File: src/sv/rau_pkg.sv
`timescale 1ns / 1ps
// Package for the rational arithmetic unit: operation codes, status codes,
// field widths and defaults. No dependencies.
package rau_pkg;

  localparam int OPERAND_WIDTH = 16;
  localparam int CMD_W         = 3;
  localparam int NUM_W         = 33;
  localparam int DEN_W         = 32;
  localparam int STATUS_W      = 2;

  localparam logic [CMD_W-1:0] CMD_ADD = 3'd1;
  localparam logic [CMD_W-1:0] CMD_SUB = 3'd2;
  localparam logic [CMD_W-1:0] CMD_MUL = 3'd3;
  localparam logic [CMD_W-1:0] CMD_DIV = 3'd4;

  localparam logic [STATUS_W-1:0] STS_OK       = 2'd0;
  localparam logic [STATUS_W-1:0] STS_ZERO_DEN = 2'd1;
  localparam logic [STATUS_W-1:0] STS_DIV_ZERO = 2'd2;

endpackage

File: src/sv/rational_arithmetic_unit.sv
`timescale 1ns / 1ps
// Rational arithmetic unit top level: sequencer, shared multiplier, gcd loop.
// Depends on rau_pkg and rau_div.
//
// Takes one word holding an operation (add, subtract, multiply, divide) and two
// signed fractions, forms the raw cross products, then reduces the result by a
// Euclidean gcd with truncating remainder, so the sign of the result denominator
// follows C semantics. A zero input denominator gives status 1, a zero divisor
// numerator on divide gives status 2, and an unknown operation gives status 0;
// all three return 0/1. One word is in flight at a time: tready is high only
// while the sequencer is idle. The shared divider, one quotient bit per cycle,
// computes every Euclid remainder and both final quotients on 2*OPERAND_WIDTH
// (32 by default) bit magnitudes. An error word goes from idle straight to the
// output state. The result sits in an output register, so a new word is taken
// while it waits.
module rational_arithmetic_unit #(
  parameter int OPERAND_WIDTH = rau_pkg::OPERAND_WIDTH
) (
  input  logic clk,
  input  logic rst,
  input  logic s_axis_tvalid,
  output logic s_axis_tready,
  // cmd, x_num, x_den, y_num, y_den, zero fill
  input  logic [((rau_pkg::CMD_W + 4 * OPERAND_WIDTH + 7) / 8) * 8 - 1:0] s_axis_tdata,
  output logic m_axis_tvalid,
  input  logic m_axis_tready,
  // res_num, res_den, zero fill
  output logic [((rau_pkg::NUM_W + rau_pkg::DEN_W + 7) / 8) * 8 - 1:0] m_axis_tdata,
  // status
  output logic [rau_pkg::STATUS_W-1:0] m_axis_tuser
);

  localparam int W  = OPERAND_WIDTH;
  localparam int MW = 2 * W;
  localparam int XW = (MW > rau_pkg::NUM_W) ? MW : rau_pkg::NUM_W;
  localparam int OW = ((rau_pkg::NUM_W + rau_pkg::DEN_W + 7) / 8) * 8;
  localparam int CW = rau_pkg::CMD_W;

  localparam logic [3:0] ST_IDLE = 4'd0;
  localparam logic [3:0] ST_MA   = 4'd1;
  localparam logic [3:0] ST_MB   = 4'd2;
  localparam logic [3:0] ST_MC   = 4'd3;
  localparam logic [3:0] ST_SUM  = 4'd4;
  localparam logic [3:0] ST_GCD  = 4'd5;
  localparam logic [3:0] ST_DN   = 4'd6;
  localparam logic [3:0] ST_DD   = 4'd7;
  localparam logic [3:0] ST_OUT  = 4'd8;

  logic [3:0] state;

  logic [CW-1:0] cmd;
  logic [W-1:0]  xn_mag, xd_mag, yn_mag, yd_mag;
  logic          xn_neg, xd_neg, yn_neg, yd_neg;

  logic [MW-1:0] numa_mag, numb_mag, den_mag, num_mag;
  logic          numa_neg, numb_neg, den_neg, num_neg, g_neg, idx_odd;
  logic [MW-1:0] prev, cur, rn_mag, rd_mag;
  logic [rau_pkg::STATUS_W-1:0] status;
  logic          div_start;

  logic [CW-1:0] in_cmd;
  logic [W-1:0]  in_xn, in_xd, in_yn, in_yd;

  logic [W-1:0]  mul_a, mul_b;
  logic          mul_sign;
  logic [MW-1:0] prod;
  logic          prod_neg;

  logic [MW-1:0] sum_mag;
  logic          sum_neg;

  logic          div_done;
  logic [MW-1:0] div_q, div_r;

  logic [XW-1:0] rn_ext, rd_ext, rn_enc, rd_enc;
  logic          rn_neg, rd_neg;

  function automatic logic [W-1:0] mag_of(input logic [W-1:0] v);
    mag_of = v[W-1] ? (~v + W'(1)) : v;
  endfunction

  assign in_cmd = s_axis_tdata[CW-1:0];
  assign in_xn  = s_axis_tdata[CW +: W];
  assign in_xd  = s_axis_tdata[CW + W +: W];
  assign in_yn  = s_axis_tdata[CW + 2 * W +: W];
  assign in_yd  = s_axis_tdata[CW + 3 * W +: W];

  assign s_axis_tready = (state == ST_IDLE);

  // shared multiplier operand select
  always_comb begin
    mul_a    = xd_mag;
    mul_b    = yd_mag;
    mul_sign = xd_neg ^ yd_neg;
    case (state)
      ST_MA: begin
        mul_a = xn_mag;
        if (cmd == rau_pkg::CMD_MUL) begin
          mul_b    = yn_mag;
          mul_sign = xn_neg ^ yn_neg;
        end else begin
          mul_b    = yd_mag;
          mul_sign = xn_neg ^ yd_neg;
        end
      end
      ST_MB: begin
        mul_a    = yn_mag;
        mul_b    = xd_mag;
        mul_sign = (yn_neg ^ xd_neg) ^ (cmd == rau_pkg::CMD_SUB);
      end
      ST_MC: begin
        mul_a = xd_mag;
        if (cmd == rau_pkg::CMD_DIV) begin
          mul_b    = yn_mag;
          mul_sign = xd_neg ^ yn_neg;
        end else begin
          mul_b    = yd_mag;
          mul_sign = xd_neg ^ yd_neg;
        end
      end
      default: begin
        mul_a = xd_mag;
      end
    endcase
    prod     = MW'(mul_a) * MW'(mul_b);
    prod_neg = mul_sign && (prod != '0);
  end

  // signed-magnitude add of the two cross products
  always_comb begin
    if (numa_neg == numb_neg) begin
      sum_mag = numa_mag + numb_mag;
      sum_neg = numa_neg;
    end else if (numa_mag >= numb_mag) begin
      sum_mag = numa_mag - numb_mag;
      sum_neg = numa_neg;
    end else begin
      sum_mag = numb_mag - numa_mag;
      sum_neg = numb_neg;
    end
    if (sum_mag == '0) begin
      sum_neg = 1'b0;
    end
  end

  rau_div #(
    .WIDTH (MW)
  ) u_div (
    .clk       (clk),
    .rst       (rst),
    .start     (div_start),
    .dividend  (prev),
    .divisor   (cur),
    .done      (div_done),
    .quotient  (div_q),
    .remainder (div_r)
  );

  always_comb begin
    rn_neg = (num_neg != g_neg) && (rn_mag != '0);
    rd_neg = (den_neg != g_neg) && (rd_mag != '0);
    rn_ext = XW'(rn_mag);
    rd_ext = XW'(rd_mag);
    rn_enc = rn_neg ? (~rn_ext + XW'(1)) : rn_ext;
    rd_enc = rd_neg ? (~rd_ext + XW'(1)) : rd_ext;
  end

  // sequencer
  always_ff @(posedge clk) begin
    if (rst) begin
      state     <= ST_IDLE;
      div_start <= 1'b0;
    end else begin
      div_start <= 1'b0;
      case (state)
        ST_IDLE: begin
          if (s_axis_tvalid) begin
            if (in_cmd < rau_pkg::CMD_ADD || in_cmd > rau_pkg::CMD_DIV) begin
              state <= ST_OUT;
            end else if (in_xd == '0 || in_yd == '0) begin
              state <= ST_OUT;
            end else if (in_cmd == rau_pkg::CMD_DIV && in_yn == '0) begin
              state <= ST_OUT;
            end else begin
              state <= ST_MA;
            end
          end
        end
        ST_MA: begin
          if (cmd == rau_pkg::CMD_ADD || cmd == rau_pkg::CMD_SUB) begin
            state <= ST_MB;
          end else begin
            state <= ST_MC;
          end
        end
        ST_MB: state <= ST_MC;
        ST_MC: state <= ST_SUM;
        ST_SUM: begin
          div_start <= 1'b1;
          state     <= ST_GCD;
        end
        ST_GCD: begin
          if (div_done) begin
            div_start <= 1'b1;
            state     <= (div_r == '0) ? ST_DN : ST_GCD;
          end
        end
        ST_DN: begin
          if (div_done) begin
            div_start <= 1'b1;
            state     <= ST_DD;
          end
        end
        ST_DD: begin
          if (div_done) begin
            state <= ST_OUT;
          end
        end
        ST_OUT: begin
          if (!m_axis_tvalid || m_axis_tready) begin
            state <= ST_IDLE;
          end
        end
        default: state <= ST_IDLE;
      endcase
    end
  end

  // datapath
  always_ff @(posedge clk) begin
    case (state)
      ST_IDLE: begin
        cmd     <= in_cmd;
        xn_mag  <= mag_of(in_xn);
        xd_mag  <= mag_of(in_xd);
        yn_mag  <= mag_of(in_yn);
        yd_mag  <= mag_of(in_yd);
        xn_neg  <= in_xn[W-1];
        xd_neg  <= in_xd[W-1];
        yn_neg  <= in_yn[W-1];
        yd_neg  <= in_yd[W-1];
        rn_mag  <= '0;
        rd_mag  <= MW'(1);
        num_neg <= 1'b0;
        den_neg <= 1'b0;
        g_neg   <= 1'b0;
        if (in_cmd < rau_pkg::CMD_ADD || in_cmd > rau_pkg::CMD_DIV) begin
          status <= rau_pkg::STS_OK;
        end else if (in_xd == '0 || in_yd == '0) begin
          status <= rau_pkg::STS_ZERO_DEN;
        end else if (in_cmd == rau_pkg::CMD_DIV && in_yn == '0) begin
          status <= rau_pkg::STS_DIV_ZERO;
        end else begin
          status <= rau_pkg::STS_OK;
        end
      end
      ST_MA: begin
        numa_mag <= prod;
        numa_neg <= prod_neg;
        numb_mag <= '0;
        numb_neg <= 1'b0;
      end
      ST_MB: begin
        numb_mag <= prod;
        numb_neg <= prod_neg;
      end
      ST_MC: begin
        den_mag <= prod;
        den_neg <= prod_neg;
      end
      ST_SUM: begin
        num_mag <= sum_mag;
        num_neg <= sum_neg;
        prev    <= sum_mag;
        cur     <= den_mag;
        idx_odd <= 1'b1;
      end
      ST_GCD: begin
        if (div_done) begin
          if (div_r == '0) begin
            g_neg <= idx_odd ? den_neg : num_neg;
            prev  <= num_mag;
          end else begin
            prev    <= cur;
            cur     <= div_r;
            idx_odd <= !idx_odd;
          end
        end
      end
      ST_DN: begin
        if (div_done) begin
          rn_mag <= div_q;
          prev   <= den_mag;
        end
      end
      ST_DD: begin
        if (div_done) begin
          rd_mag <= div_q;
        end
      end
      default: begin
        prev <= prev;
      end
    endcase
  end

  // output register
  always_ff @(posedge clk) begin
    if (rst) begin
      m_axis_tvalid <= 1'b0;
    end else if (state == ST_OUT && (!m_axis_tvalid || m_axis_tready)) begin
      m_axis_tvalid <= 1'b1;
    end else if (m_axis_tready) begin
      m_axis_tvalid <= 1'b0;
    end
  end

  always_ff @(posedge clk) begin
    if (state == ST_OUT && (!m_axis_tvalid || m_axis_tready)) begin
      m_axis_tdata <= OW'({rd_enc[rau_pkg::DEN_W-1:0], rn_enc[rau_pkg::NUM_W-1:0]});
      m_axis_tuser <= status;
    end
  end

endmodule

File: src/sv/rau_div.sv
`timescale 1ns / 1ps
// Restoring unsigned divider for the rational arithmetic unit, one quotient
// bit per cycle. Standalone; no package dependencies.
module rau_div #(
  parameter int WIDTH = 32
) (
  input  logic             clk,
  input  logic             rst,
  input  logic             start,
  input  logic [WIDTH-1:0] dividend,
  input  logic [WIDTH-1:0] divisor,
  output logic             done,
  output logic [WIDTH-1:0] quotient,
  output logic [WIDTH-1:0] remainder
);

  localparam int CW = $clog2(WIDTH + 1);

  logic [WIDTH-1:0] rem;
  logic [WIDTH-1:0] quo;
  logic [WIDTH-1:0] dvs;
  logic [CW-1:0]    cnt;
  logic [WIDTH:0]   trial;
  logic [WIDTH:0]   diff;
  logic             qbit;

  always_comb begin
    trial = {rem, quo[WIDTH-1]};
    diff  = trial - {1'b0, dvs};
    qbit  = !diff[WIDTH];
  end

  always_ff @(posedge clk) begin
    if (rst) begin
      cnt  <= '0;
      done <= 1'b0;
    end else if (start) begin
      cnt  <= CW'(WIDTH);
      done <= 1'b0;
    end else if (cnt != '0) begin
      cnt  <= cnt - CW'(1);
      done <= (cnt == CW'(1));
    end else begin
      done <= 1'b0;
    end
  end

  always_ff @(posedge clk) begin
    if (start) begin
      rem <= '0;
      quo <= dividend;
      dvs <= divisor;
    end else if (cnt != '0) begin
      rem <= qbit ? diff[WIDTH-1:0] : trial[WIDTH-1:0];
      quo <= {quo[WIDTH-2:0], qbit};
    end
  end

  assign quotient  = quo;
  assign remainder = rem;

endmodule

File: config.mk
export PLATFORM = sky130hd
export DESIGN_NAME = rational_arithmetic_unit
export DESIGN_NICKNAME = d
export VERILOG_FILES = /design/src/sv/rau_pkg.sv /design/src/sv/rational_arithmetic_unit.sv /design/src/sv/rau_div.sv
export SDC_FILE = /design/constraint.sdc
export NUM_CORES = 2
export LEC_CHECK = 0
export ABC_AREA = 0
export BUFFER_PORTS_ARGS = -buffer_cell sky130_fd_sc_hd__buf_2
export CORE_MARGIN = 2
export CORE_UTILIZATION = 40
export DETAILED_ROUTE_END_ITERATION = 12
export GPL_ROUTABILITY_DRIVEN = 0
export PLACE_DENSITY_LB_ADDON = 0.25
export REMOVE_ABC_BUFFERS = 1
export SLEW_MARGIN = 20
export SYNTH_ARGS = -nofsm -noshare
export SYNTH_HDL_FRONTEND = slang
export SYNTH_SLANG_ARGS = --single-unit
File: constraint.sdc
create_clock -name clk -period 14.1 [get_ports clk]
set_clock_uncertainty 0.1 [all_clocks]
set_input_delay 1.41 -clock clk [delete_from_list [all_inputs] [get_ports clk]]
set_output_delay 1.41 -clock clk [all_outputs]
set_load 0.02 [all_outputs]
# Word level (Yosys, flattened, before mapping)
# Cells that the tools add are included.
# Widths: inputs -> output; s select.
op_classes:
  n_addsub: 11
  multipliers: 1
  magnitude_cmp: 3
  eq_ne: 24
  n_mux: 61
  bitwise_logic: 12
  n_reduce_logical: 42
op_table:
  columns: ["op", "n"]
  rows:
  - ["$mux 32", 13]
  - ["$pmux 32 s2", 4]
  - ["$pmux 32 s3", 1]
  - ["$reduce_bool 32->1", 3]
  - ["$add 16x1->16 const B", 4]
  - ["$logic_not 32->1", 2]
  - ["$not 16->16", 4]
  - ["$sub 32x32->32", 2]
  - ["$mux 15", 4]
  - ["$logic_not 16->1", 3]
  - ["$pmux 16 s3", 1]
  - ["$pmux 4 s9", 1]
  - ["$add 33x1->33 const B", 1]
  - ["$not 32->33", 1]
  - ["$sub 33x32->33", 1]
  - ["$add 32x1->32 const B", 1]
  - ["$add 32x32->32", 1]
  - ["$ge 32x32->1", 1]
  - ["$mul 16x16->32", 1]
  - ["$mux 16", 2]
  - ["$mux 4", 8]
  - ["$not 32->32", 1]
  - ["$pmux 16 s2", 1]
  - ["$reduce_bool 2->1", 9]
  - ["other kinds (33)", 84]
totals:
  reg_bits: 511
  inputBits: 76
  output_inout_bits: 76
  wordCells: 195

# Depth between registers and ports, before layout
depth:
  ltp_word: 7
  ltp_mapped: 34
  depth_no_buf: 30

# By module
# From an unflattened synthesis, not the netlist that was laid out.
hier_totals:
  cells_unflattened: 3926
  hier_area_um2: 38172.9
modules_own_cells:
  columns: ["mod", "instances", "cells_each", "area_each_um2"]
  rows:
  - ["rational_arithmetic_unit", 1, 3326, 32220.9]
  - ["rau_div", 1, 600, 5952.0]

# Worst setup path after synthesis
# No wires, ideal clock.
synth_timing:
  path_type: "reg2reg"
  startpoint: "register cmd[1]"
  endpoint: "register numb_neg (data pin)"
  setup_time_ns: 0.259
  t_arrival_ns: 8.155
  required_ns: 13.741
  path_slack_ns: 5.586
  stages_incl_launch_ff: 33
  synth_period_minus_slack_ns: 8.514
  cell_sequence: "edfxtp_1 -> nor3b_1 -> a21oi_1 -> nor3_1 -> clkbuf_1 -> a22oi_1 -> nand2_1 -> clkbuf_1 -> nand2_1 -> fa_1 -> inv_1 -> fa_1 -> inv_1 -> fa_1 -> inv_1 -> fa_1 -> fa_1 -> inv_1 -> fa_1 -> inv_1 -> ha_1 -> and3_1 -> a31oi_1 -> o21ai_0 -> a31oi_1 -> o221ai_1 -> a21o_1 -> a21oi_1 -> xnor2_1 -> or2_2 -> nor4_1 -> and4b_1 -> nor3_1"
synth_via:
  elab_chain_cells: 7
synth_lines:
  columns: ["element", "line_no", "text"]
  rows:
  - ["start, declared", "rational_arithmetic_unit.sv:51", "logic [CW-1:0] cmd;"]
  - ["start signal, assigned", "rational_arithmetic_unit.sv:233", "cmd <= in_cmd;"]
  - ["$eq 3x3->1 / $eq 3x2->1 (equally long branches)", "rational_arithmetic_unit.sv:113, rational_arithmetic_unit.sv:98", null]
  - ["$mux 16 (on tied branches)", "rational_arithmetic_unit.sv:113, rational_arithmetic_unit.sv:98", null]
  - ["$pmux 16 s3 *", "rational_arithmetic_unit.sv:95", "case (state)"]
  - ["$mul 16x16->32 *", "rational_arithmetic_unit.sv:125", "prod = MW'(mul_a) * MW'(mul_b);"]
  - ["via prod[21]", "rational_arithmetic_unit.sv:66", "logic [MW-1:0] prod;"]
  - ["$reduce_bool 32->1 *", "rational_arithmetic_unit.sv:126", "prod_neg = mul_sign && (prod != '0);"]
  - ["$logic_and 1x1->1 *", "rational_arithmetic_unit.sv:126", null]
  - ["$pmux 1 s2 *", "rational_arithmetic_unit.sv:231", "case (state)"]
  - ["end signal, assigned", "rational_arithmetic_unit.sv:265", "numb_neg <= prod_neg;"]
  - ["end, declared", "rational_arithmetic_unit.sv:56", "logic numa_neg, numb_neg, den_neg, num_neg, g_neg, idx_odd;"]
# The timed path passes the listed nets; every way through them passes the cells marked *.
# A chain may end at the register's enable or synchronous reset.

# Worst setup path in the final report
layout_timing:
  startpoint: "register state[1]"
  endpoint: "register numb_neg (data pin)"
layout_via:
  elab_chain_cells: 6
layout_lines:
  columns: ["element", "line_no", "text"]
  rows:
  - ["start, declared", "rational_arithmetic_unit.sv:49", "logic [3:0] state;"]
  - ["start signal, assigned", "rational_arithmetic_unit.sv:205", "state <= (div_r == '0) ? ST_DN : ST_GCD;"]
  - ["$eq 4x2->1 / $eq 4x1->1 (equally long branches)", "rational_arithmetic_unit.sv:95", null]
  - ["$pmux 16 s3 / $pmux 16 s2 (equally long branches)", "rational_arithmetic_unit.sv:95", null]
  - ["$mul 16x16->32 *", "rational_arithmetic_unit.sv:125", null]
  - ["via prod[23]", "rational_arithmetic_unit.sv:66", null]
  - ["$reduce_bool 32->1 *", "rational_arithmetic_unit.sv:126", null]
  - ["$logic_and 1x1->1 *", "rational_arithmetic_unit.sv:126", null]
  - ["$pmux 1 s2 *", "rational_arithmetic_unit.sv:231", null]
# Marks and branches as above.

==> reports/metrics.cfg <==
[final_layout]
nets=4454
largest_register_ffs=65
layout_common_cells=466 x edfxtp_1, 438 x nand2_1, 411 x inv_1, 323 x nor2_1, 238 x ha_1
final_common_cell=edfxtp_1
antenna_cells=0
drive_gt1_share_pct=9.72
utilization_pct=44.7
largest-register=m_axis_tdata
area_delta_synth_final_pct=10.4
layout.cells.non_filler=5244

[drt]
vias=28700
drc=0
postRouteAntennaNets=0
viasPerCell=5.47
drtIter0Drc=2246
routed_wl_mm=102
wl_per_cell_um=19.4
dr.pass1.iters=5

[synthesis]
yosys_warnings=0
synth_area_mm2=0.0378
syn_area_per_cell_um2=9.81
synth_edf_count=466
synthArstFlopShare_pct=0
syn_inst=3859
synth_top_flop_cell=edfxtp_1
seq_area_frac_synth_pct=39.4
ys_ff_latch=511
synth_cell_types=89

[die]
start_util_pct=40.5
die_y_um=312
die_area_mm2=0.0971
rows=112
ios=152
die_w_um=312
core_mm2=0.0935

[timing]
maxSlewHeadroom_pct=26.6
rsz0062_at_grt=no
clock.fmax_mhz=97.8
hold_violations=0
drv_slew=0
setup_tns_ps=0
period_share_pct=72.5
tightest_slew_ps=1100
setup_viol=0
min_period_ps=10220

[grt]
grt_antenna_before_repair=0
use_met3_pct=2.36
track_usage_pct=20.7
grt_pass1_vias=28027
grt_util_met1_pct=26.9
grtUsageMet2_pct=35.4
grt_pass1_wl_mm=160
grt-ovfl-total=0
grt_max_degree=74
grt_busiest_layer=met2

[critical_path]
crit_slowest_cell=buf_4
arrival_ps=10480
end_kind=register
worstPathRequired_ps=14360
crit_path_max_incr_delay_ps=570
crit_fanout=71
rr_worst_depth=31
crit_path_start_kind=register
timing.critical_path.mode_cell=fa_1
crit_type=reg -> reg

[clock_network]
clock_latency_ps=650
htree_levels=2
cts_tree=done
ctsResizeCount=0
cts_num_sinks=511
cts.path.max_buffers=3
postCtsSetupRepairBufs=0
cts_buffers=56
cts_hold_buffers=0
clkTransAtPathRegs_ps=60
cts_root_buf=clkbuf_16

[flow_run]
drv_cap=0

[placement]
port_buffers=139
dp.cells=5137
place_hpwl_mm=79.8

[hold_path]
whs_path_depth=0
min_path_type=reg -> reg

[outcome]
status=completed

==> layer usage <==
layer	share of wire, %	vias up
li1	-	13703
met1	43	13939
met2	48	852
met3	5.0	206
met4	4.2	0
met5	0	-
==> worst max-delay path: cells and delay by family (launching register included) <==
family	cells	cell delay, ps
fa+ha+maj	7	3420
simple gates	11	3170
compound gates	5	1310
flops	1	510
buf+inv	7	1220
xor+xnor	1	180
==> path summary, 6_finish.rpt <==
path / from / end / slack [ps]
max: state[1]$_SDFFE_PP0P_ / numb_neg$_DFFE_PN_ / 3880
max reg2reg: state[1]$_SDFFE_PP0P_ / numb_neg$_DFFE_PN_ / 3880
min: status[1]$_SDFFCE_PP0P_ / m_axis_tuser[1]$_DFFE_PP_ / 320
min reg2reg: status[1]$_SDFFCE_PP0P_ / m_axis_tuser[1]$_DFFE_PP_ / 320
==> stage by stage <==
step / hold WS (ps) / area [µm²] / setup WS, ps
floorplan: 300 / 37100 / 4390
global placement: 305 / 39900 / 3920
detailed placement: 305 / 39900 / 3870
CTS: 319 / 41800 / 3860
global route: 330 / 41800 / 3320
finish: 319 / 41800 / 3880
==> synthesized netlist by cell type (45+ instances only) <==
library cell	number	share of area, %
nand2_1	438	4.3
fa_1	198	10
o31ai_1	48	0.95
inv_1	412	4.1
xnor2_1	164	3.8
nor3_1	94	1.2
dfxtp_1	45	2.4
ha_1	238	7.9
clkbuf_1	141	1.4
a21o_1	50	0.99
o21ai_0	145	1.9
a21oi_1	205	2.7
and2_1	93	1.5
nand2b_1	49	0.81
nor2_1	330	3.3
edfxtp_1	466	37
==> final cells by class <==
cell class	instances	area (µm²)
Fill cell	8969	51700
Multi-Input combinational cell	2768	20800
Sequential cell	511	14900
Tap cell	1254	1570
Inverter	414	1560
Clock buffer	69	1460
Timing Repair Buffer	191	1110
Clock inverter	37	382
==> cell families (layout without fill, tap and decap cells) <==
| group | Yosys count | in the layout | share of synthesized area, % |
|---|---|---|---|
| AND/OR/NAND/NOR | 1289 | 1289 | 16.1 |
| AO/OA/AOI/OAI | 780 | 780 | 14.0 |
| buffers and inverters | 586 | 711 | 5.99 |
| flip-flops | 511 | 511 | 39.4 |
| adder cells (fa/ha/maj) | 436 | 436 | 18.3 |
| XOR/XNOR | 204 | 204 | 4.72 |
| multiplexers | 52 | 52 | 1.48 |
| other | 1 | 7 | 0.00991 |
Power is not shown: default switching activity piles up to over one toggle a cycle in this logic, so the estimate is an artifact.
